File: src/spq_pkg.sv
// package: types, codes and default sizes for the sorted priority queue
package spq_pkg;

  localparam int unsigned DEPTH_DEF     = 16;
  localparam int unsigned ITEM_BITS_DEF = 16;
  localparam int unsigned CMD_W         = 3;
  localparam int unsigned STATUS_W      = 3;
  localparam int unsigned VALUE_W       = 16;
  localparam int unsigned COUNT_W       = 5;

  typedef enum logic [CMD_W-1:0] {
    CMD_INSERT  = 3'd0,
    CMD_EXTRACT = 3'd1,
    CMD_REMOVE  = 3'd2,
    CMD_CHANGE  = 3'd3,
    CMD_PEEK    = 3'd4,
    CMD_CLEAR   = 3'd5
  } cmd_e;

  typedef enum logic [STATUS_W-1:0] {
    STATUS_OK        = 3'd0,
    STATUS_EMPTY     = 3'd1,
    STATUS_NOT_FOUND = 3'd2,
    STATUS_FULL      = 3'd3,
    STATUS_ABSENT    = 3'd4
  } status_e;

  typedef enum logic [1:0] {
    CELL_HOLD   = 2'd0,
    CELL_PLACE  = 2'd1,
    CELL_REMOVE = 2'd2
  } cell_op_e;

  typedef enum logic [1:0] {
    ST_IDLE  = 2'd0,
    ST_PLACE = 2'd1,
    ST_RESP  = 2'd2
  } state_e;

endpackage

File: src/sorted_priority_queue.sv
// top level: sorted priority queue built from a row of shifting cells
//
//   channel | valid      | ready      | payload
//   --------+------------+------------+------------------------------------------------
//   in      | in_valid_i | in_ready_o | cmd_i, item_value_i, priority_value_i
//   out     | out_valid_o| out_ready_i| status_o, head_item_o, head_priority_o, entry_count_o
//
// a command updates the whole cell row at once at the accepting edge; the result register
// is loaded from the response state once the output is free; change priority of a present
// item first closes the gap in the row and then, in the place state, places the pair again.
// one command at a time; while a result waits on out_ready_i one more command can
// run, and its result then holds off further commands.
// reset clears the entry count and handshake state only; no clearing pass.
module sorted_priority_queue #(
  parameter int unsigned DEPTH     = spq_pkg::DEPTH_DEF,
  parameter int unsigned ITEM_BITS = spq_pkg::ITEM_BITS_DEF
) (
  input  logic                                clk_i,
  input  logic                                rst_ni,
  input  logic                                in_valid_i,
  output logic                                in_ready_o,
  input  logic [spq_pkg::CMD_W-1:0]           cmd_i,
  input  logic signed [spq_pkg::VALUE_W-1:0]  item_value_i,
  input  logic signed [spq_pkg::VALUE_W-1:0]  priority_value_i,
  output logic                                out_valid_o,
  input  logic                                out_ready_i,
  output logic [spq_pkg::STATUS_W-1:0]        status_o,
  output logic signed [spq_pkg::VALUE_W-1:0]  head_item_o,
  output logic signed [spq_pkg::VALUE_W-1:0]  head_priority_o,
  output logic [spq_pkg::COUNT_W-1:0]         entry_count_o
);

  localparam int unsigned CNT_W = $clog2(DEPTH + 1);

  spq_pkg::state_e   state_q, state_d;
  logic [CNT_W-1:0]  count_q, count_d;

  spq_pkg::status_e  status_q, dec_status;
  logic              taken_q, dec_taken;
  logic [ITEM_BITS-1:0]               t_item_q;
  logic signed [spq_pkg::VALUE_W-1:0] t_prio_q;
  logic [ITEM_BITS-1:0]               pend_item_q;
  logic signed [spq_pkg::VALUE_W-1:0] pend_prio_q;

  spq_pkg::cell_op_e dec_op, cell_op;
  logic [CNT_W-1:0]  dec_count;
  logic              dec_two;
  logic              dec_rm_head;

  logic              accept, out_free, load_out;
  logic              empty, full, found;
  logic [31:0]       item_in_wide;
  logic [ITEM_BITS-1:0]               port_item;
  logic [ITEM_BITS-1:0]               key_item;
  logic signed [spq_pkg::VALUE_W-1:0] key_prio;
  logic              hit_head;

  logic [ITEM_BITS-1:0]               item_w [DEPTH];
  logic signed [spq_pkg::VALUE_W-1:0] prio_w [DEPTH];
  logic              ge_w  [DEPTH];
  logic              hit_w [DEPTH];

  logic              out_valid_q;
  spq_pkg::status_e  out_status_q;
  logic signed [spq_pkg::VALUE_W-1:0] out_item_q, out_prio_q;
  logic [spq_pkg::COUNT_W-1:0]        out_count_q;
  logic [31:0]       head_wide, count_wide;
  logic [ITEM_BITS-1:0]               res_item;
  logic signed [spq_pkg::VALUE_W-1:0] res_prio;

  assign in_ready_o = (state_q == spq_pkg::ST_IDLE);
  assign accept     = in_valid_i && in_ready_o;
  assign out_free   = !out_valid_q || out_ready_i;

  assign empty = (count_q == '0);
  assign full  = (count_q == CNT_W'(DEPTH));

  assign item_in_wide = {16'b0, item_value_i};
  assign port_item    = item_in_wide[ITEM_BITS-1:0];
  assign key_item     = (state_q == spq_pkg::ST_PLACE) ? pend_item_q : port_item;
  assign key_prio     = (state_q == spq_pkg::ST_PLACE) ? pend_prio_q : priority_value_i;
  assign dec_rm_head  = (spq_pkg::cmd_e'(cmd_i) == spq_pkg::CMD_EXTRACT) && !empty;
  assign hit_head     = accept && dec_rm_head;
  assign found        = hit_w[DEPTH-1];

  // cell row
  for (genvar i = 0; i < DEPTH; i++) begin : g_cell
    logic [ITEM_BITS-1:0]               l_item, r_item;
    logic signed [spq_pkg::VALUE_W-1:0] l_prio, r_prio;
    logic                               l_ge, l_hit;
    if (i == 0) begin : g_first
      assign l_item = '0;
      assign l_prio = '0;
      assign l_ge   = 1'b1;
      assign l_hit  = hit_head;
    end else begin : g_mid
      assign l_item = item_w[i-1];
      assign l_prio = prio_w[i-1];
      assign l_ge   = ge_w[i-1];
      assign l_hit  = hit_w[i-1];
    end
    if (i == DEPTH - 1) begin : g_last
      assign r_item = '0;
      assign r_prio = '0;
    end else begin : g_inner
      assign r_item = item_w[i+1];
      assign r_prio = prio_w[i+1];
    end
    spq_cell #(
      .ITEM_BITS(ITEM_BITS)
    ) u_cell (
      .clk_i       (clk_i),
      .op_i        (cell_op),
      .occ_i       (CNT_W'(i) < count_q),
      .key_item_i  (key_item),
      .key_prio_i  (key_prio),
      .left_item_i (l_item),
      .left_prio_i (l_prio),
      .left_ge_i   (l_ge),
      .right_item_i(r_item),
      .right_prio_i(r_prio),
      .hit_left_i  (l_hit),
      .item_o      (item_w[i]),
      .prio_o      (prio_w[i]),
      .ge_o        (ge_w[i]),
      .hit_o       (hit_w[i])
    );
  end

  // command decode
  always_comb begin
    dec_status  = spq_pkg::STATUS_OK;
    dec_op      = spq_pkg::CELL_HOLD;
    dec_count   = count_q;
    dec_taken   = 1'b0;
    dec_two     = 1'b0;
    case (spq_pkg::cmd_e'(cmd_i))
      spq_pkg::CMD_INSERT: begin
        if (full) begin
          dec_status = spq_pkg::STATUS_FULL;
        end else begin
          dec_op    = spq_pkg::CELL_PLACE;
          dec_count = count_q + 1'b1;
        end
      end
      spq_pkg::CMD_EXTRACT: begin
        dec_taken = 1'b1;
        if (empty) begin
          dec_status = spq_pkg::STATUS_EMPTY;
        end else begin
          dec_op      = spq_pkg::CELL_REMOVE;
          dec_count   = count_q - 1'b1;
        end
      end
      spq_pkg::CMD_REMOVE: begin
        if (empty) begin
          dec_status = spq_pkg::STATUS_EMPTY;
        end else if (!found) begin
          dec_status = spq_pkg::STATUS_NOT_FOUND;
        end else begin
          dec_op    = spq_pkg::CELL_REMOVE;
          dec_count = count_q - 1'b1;
        end
      end
      spq_pkg::CMD_CHANGE: begin
        if (empty) begin
          dec_status = spq_pkg::STATUS_EMPTY;
        end else if (found) begin
          dec_op    = spq_pkg::CELL_REMOVE;
          dec_count = count_q - 1'b1;
          dec_two   = 1'b1;
        end else if (full) begin
          dec_status = spq_pkg::STATUS_FULL;
        end else begin
          dec_status = spq_pkg::STATUS_ABSENT;
          dec_op     = spq_pkg::CELL_PLACE;
          dec_count  = count_q + 1'b1;
        end
      end
      spq_pkg::CMD_PEEK: begin
        dec_taken = 1'b1;
        if (empty) begin
          dec_status = spq_pkg::STATUS_EMPTY;
        end
      end
      spq_pkg::CMD_CLEAR: begin
        dec_count = '0;
      end
      default: begin
        dec_status = spq_pkg::STATUS_OK;
      end
    endcase
  end

  // next state
  always_comb begin
    state_d = state_q;
    case (state_q)
      spq_pkg::ST_IDLE: begin
        if (accept) begin
          state_d = dec_two ? spq_pkg::ST_PLACE : spq_pkg::ST_RESP;
        end
      end
      spq_pkg::ST_PLACE: begin
        state_d = spq_pkg::ST_RESP;
      end
      spq_pkg::ST_RESP: begin
        if (out_free) begin
          state_d = spq_pkg::ST_IDLE;
        end
      end
      default: begin
        state_d = spq_pkg::ST_IDLE;
      end
    endcase
  end

  // state outputs
  always_comb begin
    cell_op  = spq_pkg::CELL_HOLD;
    count_d  = count_q;
    load_out = 1'b0;
    case (state_q)
      spq_pkg::ST_IDLE: begin
        if (accept) begin
          cell_op = dec_op;
          count_d = dec_count;
        end
      end
      spq_pkg::ST_PLACE: begin
        cell_op = spq_pkg::CELL_PLACE;
        count_d = count_q + 1'b1;
      end
      spq_pkg::ST_RESP: begin
        load_out = out_free;
      end
      default: begin
        cell_op = spq_pkg::CELL_HOLD;
      end
    endcase
  end

  always_ff @(posedge clk_i or negedge rst_ni) begin
    if (!rst_ni) begin
      state_q <= spq_pkg::ST_IDLE;
      count_q <= '0;
    end else begin
      state_q <= state_d;
      count_q <= count_d;
    end
  end

  always_ff @(posedge clk_i) begin
    if (accept) begin
      status_q    <= dec_status;
      taken_q     <= dec_taken;
      t_item_q    <= empty ? '0 : item_w[0];
      t_prio_q    <= empty ? '0 : prio_w[0];
      pend_item_q <= port_item;
      pend_prio_q <= priority_value_i;
    end
  end

  // result register
  always_comb begin
    if (taken_q) begin
      res_item = t_item_q;
      res_prio = t_prio_q;
    end else if (count_q != '0) begin
      res_item = item_w[0];
      res_prio = prio_w[0];
    end else begin
      res_item = '0;
      res_prio = '0;
    end
  end

  assign head_wide  = 32'(res_item);
  assign count_wide = 32'(count_q);

  always_ff @(posedge clk_i or negedge rst_ni) begin
    if (!rst_ni) begin
      out_valid_q <= 1'b0;
    end else if (load_out) begin
      out_valid_q <= 1'b1;
    end else if (out_ready_i) begin
      out_valid_q <= 1'b0;
    end
  end

  always_ff @(posedge clk_i) begin
    if (load_out) begin
      out_status_q <= status_q;
      out_item_q   <= head_wide[spq_pkg::VALUE_W-1:0];
      out_prio_q   <= res_prio;
      out_count_q  <= count_wide[spq_pkg::COUNT_W-1:0];
    end
  end

  assign out_valid_o     = out_valid_q;
  assign status_o        = out_status_q;
  assign head_item_o     = out_item_q;
  assign head_priority_o = out_prio_q;
  assign entry_count_o   = out_count_q;

endmodule

File: src/spq_cell.sv
// one queue slot: holds an item and its priority, shifts with its neighbors
module spq_cell #(
  parameter int unsigned ITEM_BITS = spq_pkg::ITEM_BITS_DEF
) (
  input  logic                                clk_i,
  input  spq_pkg::cell_op_e                   op_i,
  input  logic                                occ_i,
  input  logic [ITEM_BITS-1:0]                key_item_i,
  input  logic signed [spq_pkg::VALUE_W-1:0]  key_prio_i,
  input  logic [ITEM_BITS-1:0]                left_item_i,
  input  logic signed [spq_pkg::VALUE_W-1:0]  left_prio_i,
  input  logic                                left_ge_i,
  input  logic [ITEM_BITS-1:0]                right_item_i,
  input  logic signed [spq_pkg::VALUE_W-1:0]  right_prio_i,
  input  logic                                hit_left_i,
  output logic [ITEM_BITS-1:0]                item_o,
  output logic signed [spq_pkg::VALUE_W-1:0]  prio_o,
  output logic                                ge_o,
  output logic                                hit_o
);

  logic [ITEM_BITS-1:0]               item_q, item_d;
  logic signed [spq_pkg::VALUE_W-1:0] prio_q, prio_d;

  assign item_o = item_q;
  assign prio_o = prio_q;
  assign ge_o   = occ_i && (prio_q >= key_prio_i);
  assign hit_o  = hit_left_i || (occ_i && (item_q == key_item_i));

  always_comb begin
    item_d = item_q;
    prio_d = prio_q;
    case (op_i)
      spq_pkg::CELL_PLACE: begin
        if (!ge_o) begin
          if (left_ge_i) begin
            item_d = key_item_i;
            prio_d = key_prio_i;
          end else begin
            item_d = left_item_i;
            prio_d = left_prio_i;
          end
        end
      end
      spq_pkg::CELL_REMOVE: begin
        if (hit_o) begin
          item_d = right_item_i;
          prio_d = right_prio_i;
        end
      end
      default: begin
        item_d = item_q;
        prio_d = prio_q;
      end
    endcase
  end

  always_ff @(posedge clk_i) begin
    item_q <= item_d;
    prio_q <= prio_d;
  end

endmodule

File: config.mk
export PLATFORM = sky130hd
export DESIGN_NAME = sorted_priority_queue
export DESIGN_NICKNAME = d
export VERILOG_FILES = /design/src/spq_pkg.sv /design/src/sorted_priority_queue.sv /design/src/spq_cell.sv
export SDC_FILE = /design/constraint.sdc
export NUM_CORES = 2
export LEC_CHECK = 0
export ABC_AREA = 1
export BUFFER_PORTS_ARGS = -buffer_cell sky130_fd_sc_hd__buf_2
export CAP_MARGIN = 20
export CELL_PAD_IN_SITES_DETAIL_PLACEMENT = 2
export CELL_PAD_IN_SITES_GLOBAL_PLACEMENT = 2
export CORE_AREA = 2 2 323 325
export CTS_CLUSTER_SIZE = 12
export DETAILED_ROUTE_END_ITERATION = 16
export DIE_AREA = 0 0 325 327
export PLACE_DENSITY = 0.85
export SKIP_CTS_REPAIR_TIMING = 1
export SYNTH_ARGS = -nofsm -noshare
export SYNTH_HDL_FRONTEND = slang
export SYNTH_SLANG_ARGS = --single-unit
export TNS_END_PERCENT = 20
File: constraint.sdc
create_clock -name clk_i -period 10.08 [get_ports clk_i]
set_input_delay 0 -clock clk_i [delete_from_list [all_inputs] [get_ports clk_i]]
set_output_delay 0 -clock clk_i [all_outputs]
set_load 0.1 [all_outputs]
== Yosys cells after proc, flatten, opt, wreduce, memory -nomap -nowiden ==
Index checks and enable logic that the tools add are counted.

* Output and inout port bits: 42
* Word-level logic and storage cells: 392
* Input port bits: 39
* Register bits after elaboration: 628

* Equal/unequal tests: 65
* Reduce and logical (&&, ||, !) cells: 80
* Add/subtract/negate cells: 2
* Mux-type cells: 168
* Order comparisons: 32

{| class="wikitable"
|+ Operator list
! kind !! count
|-
| $mux W16 || 99
|-
| $pmux W16 S2 || 32
|-
| $eq A16 B16 Y1 || 16
|-
| $ge A16 B16 Y1 || 16
|-
| $reduce_and A3 Y1 || 16
|-
| $lt A4 B5 Y1 const A || 8
|-
| $ne A2 B2 Y1 const B || 18
|-
| $logic_and A1 B1 Y1 || 35
|-
| $mux W5 || 7
|-
| $ne A2 B1 Y1 const B || 16
|-
| $pmux W5 S5 || 1
|-
| $mux W2 || 12
|-
| $lt A3 B5 Y1 const A || 4
|-
| $logic_or A1 B1 Y1 || 17
|-
| $ne A3 B3 Y1 const B || 4
|-
| $pmux W3 S4 || 1
|-
| $lt A1 B5 Y1 const A || 2
|-
| $lt A2 B5 Y1 const A || 2
|-
| $pmux W5 S2 || 1
|-
| $mux W1 || 9
|-
| $mux W3 || 3
|-
| $pmux W2 S4 || 1
|-
| $reduce_and A7 Y1 || 1
|-
| $eq A3 B2 Y1 const B || 2
|-
| 18 further kinds || 24
|}

== Logic depth before layout (Yosys ltp) ==
* Word-level depth: 28
* Mapped depth: 31
* Depth with buffers taken out: 24

== By module ==
Synthesis repeated with hierarchy kept, for this count alone.

* Cells, all modules: 5509
* Area, all modules: 42593.4 um2

{| class="wikitable"
|+ Modules (own cells, without submodules)
! module !! seq. area each (um2) !! area an instance (um2) !! cells an instance !! instances
|-
| spq_cell (g_cell[0].u_cell ...) || 960.9 || 2332.2 || 309 || 10
|-
| spq_cell (g_cell[4].u_cell ...) || 960.9 || 2347.3 || 317 || 6
|-
| sorted_priority_queue || 3443.3 || 5187.5 || 517 || 1
|}

== Worst setup path after synthesis ==
Ideal clock, no wire load.

* Path type: reg2reg
* Start point: register state_q[0]
* End point: register g_cell[13].u_cell.item_q[0] (enable)
* Data required time: 9.606 ns
* Cell stages (with the launch flop): 20
* Buffers on the path: 3
* Period minus slack after synthesis: 8.340 ns
* Data arrival time: 7.865 ns
* Setup time: 0.474 ns
* Slack: 1.740 ns
* Cells stage by stage: dfrtp_1 -> buf_4 -> buf_2 -> nor2_1 -> nand2_1 -> inv_1 -> nand3_1 -> nand2_2 -> nor2_2 -> nand3_2 -> nor2_4 -> nand4_4 -> nor2_2 -> nand3_2 -> nand3_1 -> a21oi_1 -> inv_1 -> ha_1 -> clkbuf_1 -> a221oi_1

* Elaborated cells between the ends (all ways): 69
* Those cells by class: 1 x order compare; 21 x eq/ne; 9 x mux; 38 x reduce/logical

{| class="wikitable"
|+ RTL lines
! item !! line !! text
|-
| start: declaration || sorted_priority_queue.sv:35 || <nowiki>spq_pkg::state_e state_q, state_d;</nowiki>
|-
| start signal: assignment || sorted_priority_queue.sv:245 || <nowiki>state_q <= spq_pkg::ST_IDLE;</nowiki>
|-
| start signal: assignment || sorted_priority_queue.sv:248 || <nowiki>state_q <= state_d;</nowiki>
|-
| $logic_not A2 Y1 (*) || sorted_priority_queue.sv:71 || <nowiki>assign in_ready_o = (state_q == spq_pkg::ST_IDLE);</nowiki>
|-
| net in_ready_o || sorted_priority_queue.sv:21 || <nowiki>output logic in_ready_o,</nowiki>
|-
| $logic_and A1 B1 Y1 (*) || sorted_priority_queue.sv:72 || <nowiki>assign accept = in_valid_i && in_ready_o;</nowiki>
|-
| net accept || sorted_priority_queue.sv:50 || <nowiki>logic accept, out_free, load_out;</nowiki>
|-
| $logic_and A1 B1 Y1 || sorted_priority_queue.sv:83 || <nowiki>assign hit_head = accept && dec_rm_head;</nowiki>
|-
| $logic_or A1 B1 Y1 (16 in series) || spq_cell.sv:28 || <nowiki>assign hit_o = hit_left_i || (occ_i && (item_q == key_item_i));</nowiki>
|-
| $mux W2 (on tied branches) || sorted_priority_queue.sv:168, sorted_priority_queue.sv:158 ||
|-
| $mux W2 (on tied branches) || sorted_priority_queue.sv:166, sorted_priority_queue.sv:156 ||
|-
| $pmux W2 S4 || sorted_priority_queue.sv:137 || <nowiki>case (spq_pkg::cmd_e'(cmd_i))</nowiki>
|-
| $mux W2 || sorted_priority_queue.sv:225 || <nowiki>if (accept) begin</nowiki>
|-
| $pmux W2 S2 || sorted_priority_queue.sv:223 || <nowiki>case (state_q)</nowiki>
|-
| $eq A2 B2 Y1 or $eq A2 B1 Y1 (tied branches) || spq_cell.sv:33 || <nowiki>case (op_i)</nowiki>
|-
| $ne A2 B1 Y1 (no line) (tied with other cells) || -- ||
|-
| $reduce_and A3 Y1 (no line) (*) || -- ||
|-
| end signal: assignment || spq_cell.sv:59 || <nowiki>item_q <= item_d;</nowiki>
|-
| end: declaration || spq_cell.sv:22 || <nowiki>logic [ITEM_BITS-1:0] item_q, item_d;</nowiki>
|}

The timed path passes the listed nets; every way through them passes the cells marked *.
A chain may end at the register's enable or synchronous reset.

== Final worst setup path ==
* Start point: register state_q[1]
* End point: register g_cell[1].u_cell.item_q[0] (data pin)

* Longest elaborated chain between the ends: 27
* Elaborated cells between the ends (all ways): 68
* Those cells by class: 1 x order compare; 19 x eq/ne; 12 x mux; 36 x reduce/logical

{| class="wikitable"
|+ Ends and longest elaborated chain
! item !! line !! text
|-
| $eq A2 B1 Y1 || sorted_priority_queue.sv:80, sorted_priority_queue.sv:81, sorted_priority_queue.sv:223 ||
|-
| $mux W16 || sorted_priority_queue.sv:80 || <nowiki>assign key_item = (state_q == spq_pkg::ST_PLACE) ? pend_item_q : port_item;</nowiki>
|-
| $eq A16 B16 Y1 || spq_cell.sv:28 ||
|-
| $logic_and A1 B1 Y1 || spq_cell.sv:28 ||
|-
| $logic_or A1 B1 Y1 (16 in series) || spq_cell.sv:28 ||
|-
| $mux W2 (on tied branches) || sorted_priority_queue.sv:168, sorted_priority_queue.sv:158 ||
|-
| $mux W2 (on tied branches) || sorted_priority_queue.sv:166, sorted_priority_queue.sv:156 ||
|-
| $pmux W2 S4 || sorted_priority_queue.sv:137 ||
|-
| $mux W2 || sorted_priority_queue.sv:225 ||
|-
| $pmux W2 S2 || sorted_priority_queue.sv:223 ||
|-
| $eq A2 B2 Y1 or $eq A2 B1 Y1 (tied branches) || spq_cell.sv:33 ||
|-
| $pmux W16 S2 (*) || spq_cell.sv:33 ||
|-
| net g_cell[1].u_cell.item_d[0] || spq_cell.sv:22 ||
|-
| end signal: assignment || spq_cell.sv:59 ||
|-
| end: declaration || spq_cell.sv:22 ||
|}

The timed path passes the listed nets; every way through them passes the cells marked *. The select of a mux whose other input is x is not followed.

==> flow_metrics.tcl <==
set metrics [dict create \
    synth-seq-cells 628 \
    drive_gt1_share_pct 7.74 \
    drt-initial-drc-count 4778 \
    gp_congestion 0.889 \
    cell_pwr_density_nw_per_um2 234 \
    synth_area_leaders "sky130_fd_sc_hd__edfxtp_1, sky130_fd_sc_hd__o21ai_0, sky130_fd_sc_hd__ha_1, sky130_fd_sc_hd__nand2_1, sky130_fd_sc_hd__inv_1" \
    syn-instance-count 4847 \
    final.setup.worst_slack_ps 1740 \
    final-max-slew-violation-count 0 \
    vdd.ir_drop.worst_v 0.000162 \
    dp_hpwl_um 123000 \
    grt-ovfl-total 0 \
    critPathBufInv 4 \
    floorplan_core_area_um2 103000 \
    cp_common_cell "sky130_fd_sc_hd__nand2_1" \
    achievable-frequency_mhz 120 \
    synthToLayoutAreaGrowth_pct 11.3 \
    worst_path_max_delay_cell "sky130_fd_sc_hd__nand2_1" \
    tritoncts_num_sinks 628 \
    synth_area_per_cell_um2 8.43 \
    grt_first_pass_wirelength_um 267000 \
    most_frequent_cells_in_the_layout "sky130_fd_sc_hd__nand2_1, sky130_fd_sc_hd__o21ai_0, sky130_fd_sc_hd__edfxtp_1" \
    synth.distinct_cells 53 \
    cp_launch_type "register" \
    type_of_the_tightest_min_delay_check "primary input to register" \
    clk_root_buffer_cell "sky130_fd_sc_hd__clkbuf_16" \
    clk_latency_ps 680 \
    routed_via_density 6.60 \
    per_cell_routed_wire_length_um 32.3 \
    synth_nets 5148 \
    tritoncts "built" \
    chipHeight_um 327 \
    number_of_antenna_violations_at_the_first_check_in_global_routing 2 \
    ys_dominant_reg_cell "sky130_fd_sc_hd__edfxtp_1" \
    finClkSkew_ps 36.7 \
    pin_count_of_the_biggest_net_entering_global_routing 197 \
    period_minus_slack_ps 8340 \
    die_width_um 325 \
    finalCritPeriodShare_pct 82.7 \
    setup.worst_path.end_class "register" \
    timing_hold_violations_final 0 \
    route.detailed.drc 0 \
    run_status "finished clean" \
    layout.cells.most_common "sky130_fd_sc_hd__nand2_1" \
    worst_ep_arrival_time_ps 8800 \
    drt.antenna.violating_nets 0 \
    critical_path_class "register to register" \
    cts_buffers 78 \
    detailroute.via_count 41400 \
    place_area_um2 42600 \
    port-buffer-count 80 \
    worst_pin_slew_ps 1360 \
    cp_max_fo 161 \
    synth_top_area_share_pct 45.5 \
    post_synthesis_cell_type_with_the_largest_combined_area "sky130_fd_sc_hd__edfxtp_1" \
    finish.net_count 5132 \
    slew_headroom_pct 8.91 \
    max_cap_viol_count 0 \
    asyncSetResetFlopFracSynth_pct 1.27 \
    critical_path_required_ps 10540 \
    die-area_um2 106000 \
    grt_pass1_vias 41900 \
    totalNegativeSetupSlack_ps 0 \
    pre_cts_slack_ps 2590 \
    synth-seq-area-share_pct 46.0 \
    totalWireLength_um 203000 \
    leakage_nw 18.8 \
    setup_viol_count_final 0 \
    cts.clk_slew.worst_paths_ps 60 \
    critical_path.top_delay_family "simple AND/OR/NAND/NOR gates" \
    clk_path_buf_depth 3 \
    drtPass1Iterations 8 \
    grt_use_total_pct 32.6 \
    yosys_warnings 0 \
    syn_area_um2 40900 \
    cts.htree.levels 3 \
    timing.critical_path.slowest_cell_delay_ps 1030 \
    rsz0062_at_grt "false" \
    top_level_ports 81 \
    placementRows 118 \
    stdcell_area_um2 45500 \
    start_util_pct 39.7 \
    synth_edf_count 620 \
]
==> metrics by stage <==
stage | hold WS (ps) | std cells | power (mW) | util [%]
2_1_floorplan | -296 | 4847 | 5.95 | -
3_3_place_gp | -103 | 6087 | 7.03 | 41.4
3_5_place_dp | -105 | 6087 | 7.31 | 41.4
4_1_cts | -787 | 6222 | 10.2 | 43.7
5_1_grt | 66.0 | 6266 | 10.9 | 44.2
6_report | 67.4 | 6269 | 10.7 | 44.2
==> final timing paths <==
check / start / endpoint / slack, ps / cells past startpoint
max in group asynchronous: rst_ni / count_q[0] / 9090 / 3
min: priority_value_i[0] / pend_prio_q[0] / 70 / 2
min in group asynchronous: rst_ni / state_q[0] / 530 / 3
max reg2reg: state_q[1] / g_cell[1].u_cell.item_o[0] / 1740 / 25
min reg2reg: status_q[0] / status_o[0] / 510 / 0
max: state_q[1] / g_cell[1].u_cell.item_o[0] / 1740 / 25
==> layer usage <==
metal / GRT usage (%) / wire, um
met4: 15.1 / 12600
met3: 4.63 / 16900
met2: 55.1 / 96200
met5: 0 / 13
met1: 41.4 / 77100
==> power breakdown <==
| group | internal [mW] | switching [mW] | leakage, nW |
|---|---|---|---|
| registers | 3.45 | 0.244 | 5.78 |
| clock network | 1.58 | 1.29 | 1.16 |
| logic | 0.982 | 3.11 | 11.9 |
| total | 6.01 | 4.64 | 18.8 |
==> logic make-up after synthesis <==
kind of cell / after synthesis / share of synthesized area, %
fa+ha+maj: 262 / 8.02
flops: 628 / 46.0
simple gates: 1493 / 15.4
buf+inv: 874 / 8.44
compound gates: 1514 / 20.4
xor+xnor: 76 / 1.63
==> flip-flops by register name (all words and copies together), names as in the netlist, 3 cells and up <==
signal,flops
g_cell.u_cell.item_o,256
g_cell.u_cell.prio_o,256
head_item_o,16
head_priority_o,16
pend_item_q,16
pend_prio_q,16
t_item_q,16
t_prio_q,16
count_q,5
entry_count_o,5
status_o,3
status_q,3
==> cells in the mapped netlist (all sizes together) (14+ instances only) <==
cell,n
buf,63
a211oi,14
a221oi,20
o21ai,790
or2,17
nand2,901
edfxtp,620
xor2,73
o211ai,75
a21oi,319
nand4,64
ha,262
clkbuf,242
inv,564
nor2,341
nor3,25
o22ai,235
o2111ai,15
nand3,122
==> cell type report <==
cell class	count	area, um^2
diodes	3	7.51
clock buffers	106	2140
clock inverters	29	249
fillers	11200	57400
inverters	569	2140
multi-input cells	3345	18900
flip-flops and latches	628	18800
well taps	1380	1730
repair buffers	209	1530
==> worst reg2reg max path: cells and delay by family (launching register included) <==
kind	cells	cell delay, ps
compound gates	4	1070
flops	1	440
buf+inv	4	2440
fa+ha+maj	1	450
simple gates	16	3730
No activity file was read; power rests on OpenSTA's default activity.
